--- config.mk ---
export PLATFORM = sky130hd
export DESIGN_NAME = sts_front
export DESIGN_NICKNAME = d
export VERILOG_FILES = /design/src/sts_pkg.sv /design/src/sts_front.sv
export SDC_FILE = /design/constraint.sdc
export NUM_CORES = 2
export LEC_CHECK = 0
export ABC_CLOCK_PERIOD_IN_PS = 3410
export BUFFER_PORTS_ARGS = -buffer_cell sky130_fd_sc_hd__buf_2
export CORE_ASPECT_RATIO = 0.9
export CORE_MARGIN = 1
export CORE_UTILIZATION = 35
export CTS_CLUSTER_DIAMETER = 40
export DETAILED_ROUTE_END_ITERATION = 10
export PLACE_DENSITY = 0.54
export SKIP_CTS_REPAIR_TIMING = 1
export SLEW_MARGIN = 20
export SYNTH_ARGS = -nofsm -noshare
export SYNTH_HDL_FRONTEND = slang
export SYNTH_SLANG_ARGS = --single-unit
--- constraint.sdc ---
create_clock -name clk_i -period 3.41 [get_ports clk_i]
set_input_delay 0 -clock clk_i [delete_from_list [all_inputs] [get_ports clk_i]]
set_output_delay 0 -clock clk_i [all_outputs]
set_load 0.01 [all_outputs]
--- src/sts_pkg.sv ---
// ----------------------------------------------------------------------------
// sts_pkg
// shared widths, constants and types of the sine series pipeline
// ----------------------------------------------------------------------------
`timescale 1ns / 1ps
`default_nettype none

package sts_pkg;

  localparam int unsigned TERM_LIMIT  = 15;
  localparam int unsigned NUM_CELLS   = TERM_LIMIT - 2;

  localparam int unsigned ANGLE_W     = 31;
  localparam int unsigned SINE_W      = 32;
  localparam int unsigned SQ_W        = 31;
  localparam int unsigned SQ_SHIFT    = 30;
  localparam int unsigned H_W         = 34;
  localparam int unsigned HMAG_W      = 33;
  localparam int unsigned TERM_SHIFT  = 26;
  localparam int unsigned NUM_W       = 36;
  localparam int unsigned RECIP_SHIFT = 47;
  localparam int unsigned RECIP_W     = 45;
  localparam int unsigned RECIP_LO_W  = 23;
  localparam int unsigned RECIP_HI_W  = RECIP_W - RECIP_LO_W;
  localparam int unsigned SUM_W       = NUM_W + RECIP_W;
  localparam int unsigned PROD_W      = ANGLE_W + H_W;
  localparam int unsigned OUT_SHIFT   = 28;
  localparam int unsigned Y_W         = PROD_W - OUT_SHIFT;
  localparam int unsigned FRAC_OUT    = 30;

  localparam logic signed [H_W-1:0]    ONE_H      = H_W'(1) << FRAC_OUT;
  localparam logic signed [Y_W-1:0]    SAT_HI     = Y_W'(1) << FRAC_OUT;
  localparam logic signed [Y_W-1:0]    SAT_LO     = -SAT_HI;
  localparam logic signed [PROD_W-1:0] ROUND_BIAS = (PROD_W'(1) << OUT_SHIFT) - PROD_W'(1);
  localparam logic signed [SINE_W-1:0] SINE_ONE   = SINE_W'(1) << FRAC_OUT;

  typedef struct packed {
    logic signed [ANGLE_W-1:0] x;
    logic        [SQ_W-1:0]    x2;
    logic signed [H_W-1:0]     h;
  } sts_data_t;

endpackage

`default_nettype wire

--- src/sts_front.sv ---
// ----------------------------------------------------------------------------
// sts_front
// squares the angle and seeds the nested sum with one
// ----------------------------------------------------------------------------
`timescale 1ns / 1ps
`default_nettype none

module sts_front import sts_pkg::*; (
  input  logic                      clk_i,
  input  logic                      rst_ni,
  input  logic                      in_valid_i,
  output logic                      in_ready_o,
  input  logic signed [ANGLE_W-1:0] angle_i,
  output logic                      out_valid_o,
  input  logic                      out_ready_i,
  output sts_data_t                 out_data_o
);

  logic                        valid_q;
  sts_data_t                   data_d;
  sts_data_t                   data_q;
  logic signed [2*ANGLE_W-1:0] square;

  assign in_ready_o = !valid_q || out_ready_i;
  assign square     = angle_i * angle_i;

  always_comb begin
    data_d.x  = angle_i;
    data_d.x2 = square[SQ_SHIFT+SQ_W-1:SQ_SHIFT];
    data_d.h  = ONE_H;
  end

  always_ff @(posedge clk_i or negedge rst_ni) begin
    if (!rst_ni) begin
      valid_q <= 1'b0;
    end else if (in_ready_o) begin
      valid_q <= in_valid_i;
    end
  end

  always_ff @(posedge clk_i) begin
    if (in_valid_i && in_ready_o) begin
      data_q <= data_d;
    end
  end

  assign out_valid_o = valid_q;
  assign out_data_o  = data_q;

endmodule

`default_nettype wire

==> results.txt <==
Die ar.: 92010 um2
setup TNS: -96960 ps
flops & latches, synth: 63
Post-DRT Antenna Nets: 0
Via Count: 22.28k
Hold Startpoint: angle_i[23]
Synth area leaders: fa_1 59%, inv_1 12%, ha_1 7.8%, edfxtp_1 5.9%, nand2_1 3.5%
failing checks: setup timing
WP data arrival: 6990 ps
final design utilization: 45.54%
Critical Path Slowest Stage Cell: fa_2
GRT overflow: 0
Yosys top cell area share: 58.65%
Hold WC Path Type: input port to flop
Avg Cell Area, Syn: 10.05 um2
worst hold path depth: 2
number of synthesized flops with an enable pin: 62
RR Endpoint: out_data_o[53]
fmax: 146.4 MHz
area grow syn2layout: 28.47%
vias in the first global route: 25.24k
initial core utilization: 35.45%
final WL: 91770 um
Worst path max stage delay: 590 ps
RSZ-0062 raised after global routing: true
initial antenna violation count: 1
cell mode on critical path: fa_1
fillcell total: 8401
CTS clock-pin slew for the worst setup and hold paths: 60 ps
core region area: 89660 um2
crit path launch: angle_i[30]
critical path's top delay family: adder cells
R2R depth: 3
cell taking the most area after synthesis: fa_1
maximum fanout along the worst path: 6
Tot GR Track Use: 20.82%
clk_skew: 9.249 ps
WL per Instance: 18.46 um
Final HPWL DP: 79060 um
I/O Buffers: 98
Ports: 133
final instance area: 40830 um2
Cell variety after synth: 57
outcome: complete, but fails checks
ys async rst share: 1.587%
largest net degree at the start of global routing: 28
fin cells: 4972
placer congestion estimate: 0.8957
htree depth: 3
layout cell share with drive strength beyond 1: 27.17%
CTS tree: built
Synth Flop Type: edfxtp_1
DR iter-0 viols: 1064
top-count cell post-synth: inv_1
total of max-cap violations: 0
Cell Area, Placed: 38620 um2
antenna diode count: 0
first-pass GRT wire length: 143900 um
Ys Warns: 0
Worst-Skew Late Latency: 410 ps
placed cells: 4880
root buffer cell: clkbuf_16
Final WS setup: -3419 ps
total CTS buffers: 9
Post-synth top cells: 1032 x inv_1, 931 x fa_1, 299 x nand2_1, 197 x ha_1, 150 x and2_1
die width: 319.6 um
R2R Setup Slk: 1740 ps
kind of critical path: input port to flop
Min-Delay Endpoint: out_data_o[88]
Clock Sink Count: 63
FP Rows: 104
fin crit share: 200.3%
CP Capture Type: flop
chip height: 287.9 um
CP bufs+invs: 10
mapped cell area: 31780 um2
gate count of the mapped netlist: 3163
vias per std cell: 4.480
Register Area: 1887 um2
multi-input logic area: 26880 um2
Critical Path RT: 3570 ps
nets@finish: 4965
worst flop-to-flop path startpoint: out_valid_o
post-layout minimum cycle time: 6829 ps
final-report hold violation count: 0
residual DRC count: 0
sequential fraction of the synthesis area: 5.937%
Worst setup SP type: input port
setup violators final: 31
max-slew violations: 0
drt pass-1 iters: 5
clock buffer depth: 2
metrics by stage:
stage / setup slack [ps] / hold slack [ps]
final: -3419 / 2.279
after global routing: -3683 / 0.008077
after CTS: -3845 / -687.8
after detailed placement: -4254 / -223.7
after global placement: -4224 / -223.6
after floorplan: -3651 / -295.6
cells in the final DEF (no fill, tap or decap), drive strengths merged, types with 3 or more instances in the layout:
master,count
a2111oi,3
a211oi,3
a21o,31
a21oi,51
a31oi,3
and2,150
and3,5
buf,698
clkbuf,20
clkinv,7
clkinvlp,6
conb,34
dlygate4sd3,14
edfxtp,62
fa,931
ha,197
inv,1032
nand2,299
nand2b,11
nand3,15
nand4,7
nor2,82
nor2b,7
nor3,11
o211ai,3
o21ai,23
o21bai,5
o31ai,3
or2,7
xnor2,35
xor2,25
cell type report:
| class | count | area share [%] |
|---|---|---|
| repair inverters | 1 | 0.02758 |
| inverters | 1039 | 9.715 |
| clock inverters | 6 | 0.1532 |
| multi-input cells | 1965 | 65.85 |
| repair buffers | 723 | 15.51 |
| clock buffers | 9 | 0.5516 |
| flip-flops and latches | 63 | 4.621 |
| well taps | 1166 | 3.573 |
logic make-up after synthesis:
kind of cell / share of synthesized area [%]
buf+inv: 14.19
compound gates: 2.902
other cells: 0.02363
fa+ha+maj: 66.40
xor+xnor: 1.654
flops: 5.937
simple gates: 8.863
mux: 0.03150
metal layers:
layer  routed length, um  global-route usage [%]  vias up
met4                2491                   5.168        0
met1               39710                   27.55    11641
met5                   0                       0        -
met3                2939                   1.921       93
met2               46630                   36.72      407
li1                    -                       -    10134
flip-flops by register name, indices dropped and copies added, names as in the netlist:
| register | cells |
|---|---|
| out_data_o | 62 |
| out_valid_o | 1 |
worst max path at each step:
stage | to | slack [ps] | cells after the start
floorplan | out_data_o[63] | -3650 | 28
global placement | out_data_o[63] | -4220 | 28
detailed placement | out_data_o[63] | -4250 | 28
CTS | out_data_o[63] | -3840 | 28
global route | out_data_o[63] | -3680 | 30
finish | out_data_o[63] | -3420 | 30
Power is not shown: default switching activity piles up to over one toggle a cycle in this logic, so the estimate is an artifact.
