===== src/sts_pkg.sv =====
// ----------------------------------------------------------------------------
// sts_pkg
// shared widths, constants and types of the sine series pipeline
// ----------------------------------------------------------------------------
`timescale 1ns / 1ps
`default_nettype none

package sts_pkg;

  localparam int unsigned TERM_LIMIT  = 15;
  localparam int unsigned NUM_CELLS   = TERM_LIMIT - 2;

  localparam int unsigned ANGLE_W     = 31;
  localparam int unsigned SINE_W      = 32;
  localparam int unsigned SQ_W        = 31;
  localparam int unsigned SQ_SHIFT    = 30;
  localparam int unsigned H_W         = 34;
  localparam int unsigned HMAG_W      = 33;
  localparam int unsigned TERM_SHIFT  = 26;
  localparam int unsigned NUM_W       = 36;
  localparam int unsigned RECIP_SHIFT = 47;
  localparam int unsigned RECIP_W     = 45;
  localparam int unsigned RECIP_LO_W  = 23;
  localparam int unsigned RECIP_HI_W  = RECIP_W - RECIP_LO_W;
  localparam int unsigned SUM_W       = NUM_W + RECIP_W;
  localparam int unsigned PROD_W      = ANGLE_W + H_W;
  localparam int unsigned OUT_SHIFT   = 28;
  localparam int unsigned Y_W         = PROD_W - OUT_SHIFT;
  localparam int unsigned FRAC_OUT    = 30;

  localparam logic signed [H_W-1:0]    ONE_H      = H_W'(1) << FRAC_OUT;
  localparam logic signed [Y_W-1:0]    SAT_HI     = Y_W'(1) << FRAC_OUT;
  localparam logic signed [Y_W-1:0]    SAT_LO     = -SAT_HI;
  localparam logic signed [PROD_W-1:0] ROUND_BIAS = (PROD_W'(1) << OUT_SHIFT) - PROD_W'(1);
  localparam logic signed [SINE_W-1:0] SINE_ONE   = SINE_W'(1) << FRAC_OUT;

  typedef struct packed {
    logic signed [ANGLE_W-1:0] x;
    logic        [SQ_W-1:0]    x2;
    logic signed [H_W-1:0]     h;
  } sts_data_t;

endpackage

`default_nettype wire


===== src/sts_back.sv =====
// ----------------------------------------------------------------------------
// sts_back
// final multiply by x, truncation toward zero and saturation to plus or minus one
// ----------------------------------------------------------------------------
`timescale 1ns / 1ps
`default_nettype none

module sts_back import sts_pkg::*; (
  input  logic                     clk_i,
  input  logic                     rst_ni,
  input  logic                     in_valid_i,
  output logic                     in_ready_o,
  input  sts_data_t                in_data_i,
  output logic                     out_valid_o,
  input  logic                     out_ready_i,
  output logic signed [SINE_W-1:0] sine_value_o
);

  logic                     s1_valid_q;
  logic                     s1_rdy;
  logic signed [PROD_W-1:0] s1_prod_q;
  logic                     s2_valid_q;
  logic                     s2_rdy;
  logic signed [SINE_W-1:0] s2_sine_d;
  logic signed [SINE_W-1:0] s2_sine_q;
  logic signed [PROD_W-1:0] adj;
  logic signed [Y_W-1:0]    y;

  assign s2_rdy     = !s2_valid_q || out_ready_i;
  assign s1_rdy     = !s1_valid_q || s2_rdy;
  assign in_ready_o = s1_rdy;

  assign adj = s1_prod_q + (s1_prod_q[PROD_W-1] ? ROUND_BIAS : PROD_W'(0));
  assign y   = adj[PROD_W-1:OUT_SHIFT];

  always_comb begin
    if (y > SAT_HI) begin
      s2_sine_d = SINE_W'(SAT_HI);
    end else if (y < SAT_LO) begin
      s2_sine_d = SINE_W'(SAT_LO);
    end else begin
      s2_sine_d = SINE_W'(y);
    end
  end

  always_ff @(posedge clk_i or negedge rst_ni) begin
    if (!rst_ni) begin
      s1_valid_q <= 1'b0;
      s2_valid_q <= 1'b0;
    end else begin
      if (s1_rdy) begin
        s1_valid_q <= in_valid_i;
      end
      if (s2_rdy) begin
        s2_valid_q <= s1_valid_q;
      end
    end
  end

  always_ff @(posedge clk_i) begin
    if (in_valid_i && s1_rdy) begin
      s1_prod_q <= in_data_i.x * in_data_i.h;
    end
    if (s1_valid_q && s2_rdy) begin
      s2_sine_q <= s2_sine_d;
    end
  end

  assign out_valid_o  = s2_valid_q;
  assign sine_value_o = s2_sine_q;

endmodule

`default_nettype wire


===== config.mk =====
export PLATFORM = sky130hd
export DESIGN_NAME = sts_back
export DESIGN_NICKNAME = d
export VERILOG_FILES = /design/src/sts_pkg.sv /design/src/sts_back.sv
export SDC_FILE = /design/constraint.sdc
export NUM_CORES = 2
export LEC_CHECK = 0
export ABC_AREA = 1
export BUFFER_PORTS_ARGS = -buffer_cell sky130_fd_sc_hd__buf_2
export CELL_PAD_IN_SITES_DETAIL_PLACEMENT = 1
export CELL_PAD_IN_SITES_GLOBAL_PLACEMENT = 1
export CORE_ASPECT_RATIO = 2
export CORE_UTILIZATION = 37
export CTS_CLUSTER_DIAMETER = 100
export DETAILED_ROUTE_END_ITERATION = 8
export PLACE_DENSITY = 0.74
export SKIP_CTS_REPAIR_TIMING = 1
export SLEW_MARGIN = 20
export SYNTH_ARGS = -nofsm -noshare
export SYNTH_HDL_FRONTEND = slang
export SYNTH_SLANG_ARGS = --single-unit

===== constraint.sdc =====
create_clock -name clk_i -period 9.1 [get_ports clk_i]
set_input_delay 0.91 -clock clk_i [delete_from_list [all_inputs] [get_ports clk_i]]
set_output_delay 0.91 -clock clk_i [all_outputs]
set_load 0.005 [all_outputs]

==> results.md <==
- Nets: 7,300
- Overall routing resource usage: 0.264
- Die outline height: 499 um
- Layout cells sized above 1: 0.0450
- Largest net degree at the start of global routing: between 60 and 70
- Worst hold-check path type: input port to async pin
- Area Overhead vs Synth: 6.40%
- Slowest-stage cell, CP: o311ai_0
- Cell area after synthesis: roughly 0.046 mm^2
- Total number of vias: 37,000
- Die Area: 0.125 mm^2
- Setup TNS: 0 ns
- Post-synth top area share: 0.484
- CTS tree: yes
- Synth unique cells: 43
- Most frequent CP cell: fa_1
- Routed WL per cell: 21.4 um
- Min cycle time layout: ~8.6 ns
- Mapped Nets: 7,295
- Arr. time, crit path: ~8.7 ns
- FP Rows: 182
- TritonCTS buffer count: 9
- Clock Latency Late Sink: 0.38 ns
- DRC: 0
- Worst slew pin tran: between 1 and 1.5 ns
- Routed WL: ~160,000 um
- Vias in the first global route: roughly 45,000
- Diodes inserted: 0
- Drt initial violations: 1,283
- RD Place Congestion: roughly 0.95
- Final setup viols: 0
- Root Driver: clkbuf_16
- HPWL Detailed: 138,000 um
- Ys flop type: edfxtp_1
- I/O Pins: 134
- Max-cap check violation count: 0
- Fin area: a little under 0.05 mm^2
- Clk sinks: 99
- FFs w/ async S/R, synth: 0.0202
- FMAX: 0.116 GHz
- GRT Residual Overflow: 0
- Post-synth top area cell: fa_1
- CP max stage delay: 0.70 ns
- Initial Utilization: 0.372
- Critical path class: input port to flop
- Final clock skew: approximately 0.012 ns
- Core area: 0.123 mm^2
- Slew headroom: 0.316
- Post-Synthesis Cells: 5,875
- IO Port Bufs: 102
- 1st-pass router iterations: 5
- Startpoint types: input port
- WHS: roughly 0.3 ns
- Status: finished clean
- Area post-placement: 0.0483 mm^2
- Antenna viol nets, final: 0
- Vias per cell: 4.97
- Required @ worst endpoint: a little over 9 ns
- Warnings, synthesis: 0
- Period utilization: 0.946
- Post-synth EDFFs: 97
- Worst Path Max Fanout: 27
- Syn_area_per_cell: 7.78 um^2
- Register bit total from synthesis: 99
- Sequential fraction of the synthesis area: 0.0648
- Max Root-Sink Buffers: 2
- Hold Vio Cnt, Final: 0
- RSZ-0062 raised after global routing: false
- Reg clk slew, reported paths: 0.07 ns
- H-tree level count: 3
- First-pass GRT wire length: 246,000 um
- Die Wd: 251 um
- Top post-synthesis cells by area: fa_1 48%, inv_1 16%, nand2_1 13%
- Post-layout util: 0.396
- Slew Viols, Final: 0
- Initial antenna violation count: 3
- Crit end category: flop
synth_stat cells (2+ instances only):
library cell,instances
or2_2,8
a21o_1,14
o21ai_0,48
a21oi_1,101
o211ai_1,3
buf_6,3
nand4_1,30
dfrtp_1,2
o21a_1,7
o21bai_1,6
a221oi_1,4
nor2_1,230
o31ai_1,3
inv_1,1959
nand3b_1,11
a31oi_1,21
a21boi_0,2
fa_1,1105
and3_1,5
nor2_2,6
xor2_1,41
ha_1,215
nor3_2,2
nor4_1,3
buf_1,23
nand3_1,93
nand2_1,1550
nor3_1,25
edfxtp_1,97
and2_1,7
nand2_2,3
clkbuf_1,202
xnor2_1,34
nand3_2,3
metrics by stage:
step	instances	setup WS, ns
final	7449	0.493
after global routing	7449	0.213
after CTS	7449	0.599
after detailed placement	7433	0.188
after global placement	7433	0.259
after floorplan	5875	0.931
cell families after synthesis:
logic type	after synthesis	synth area share
AOI/OAI and AO/OA	215	0.0267
xor gates and xnor gates	75	0.0144
adders and majority gates	1320	0.543
buffers and inverters	2188	0.180
DFF	99	0.0648
and+or+nand+nor	1978	0.171
state kept, by name, summed over array words and instances (netlist names):
signal,count
s1_valid_q,1
s1_prod_q,65
sine_value_o,32
out_valid_o,1
worst max-delay path, delay by kind of cell:
kind                     cells  cell delay, ns
adder cells (fa/ha/maj)      9            4.57
buffers and inverters        9            1.45
AO/OA/AOI/OAI                3            1.27
AND/OR/NAND/NOR              3            0.39
XOR/XNOR                     1            0.06
final timing paths:
path / from / to / slack, ns / depth (start not counted)
max: in_data_i[74] / s1_prod_q[55] / 0.49 / 25
min: rst_ni / s1_valid_q / 0.30 / 1
max reg2reg: s1_prod_q[64] / sine_value_o[10] / 5.20 / 19
min reg2reg: s1_valid_q / out_valid_o / 0.53 / 2
max in group asynchronous: rst_ni / out_valid_o / 8.70 / 1
min in group clk_i: s1_valid_q / out_valid_o / 0.53 / 2
cell usage in the layout (no fill, tap or decap), types with 48 or more instances in the layout:
cell | netlist | final
nand2_1 | 1550 | 1550
o21ai_0 | 48 | 48
buf_2 | 0 | 102
ha_1 | 215 | 215
nand3_1 | 93 | 93
fa_1 | 1105 | 1105
edfxtp_1 | 97 | 97
buf_4 | 0 | 109
nor2_1 | 230 | 230
a21oi_1 | 101 | 100
inv_1 | 1959 | 1958
metal layers:
metal / track usage / share of wire / routed length (um)
met1: 0.231 / 0.30 / 48400
met2: 0.530 / 0.57 / 90300
met3: 0.0220 / 0.029 / 4590
met4: 0.222 / 0.10 / 16100
met5: 0 / 0.00014 / 23
cell type report:
type	count	area, um^2
repair buffers	222	1550
flip-flops and latches	99	2960
inverters	1960	7360
clock buffers	11	253
well taps	1564	1960
multi-input cells	3588	34500
fillers	15000	74100
clock inverters	5	35.0
Power is left out: the tool's default activity adds up to more than one toggle a clock period on the data nets, which glitch-free logic cannot reach.
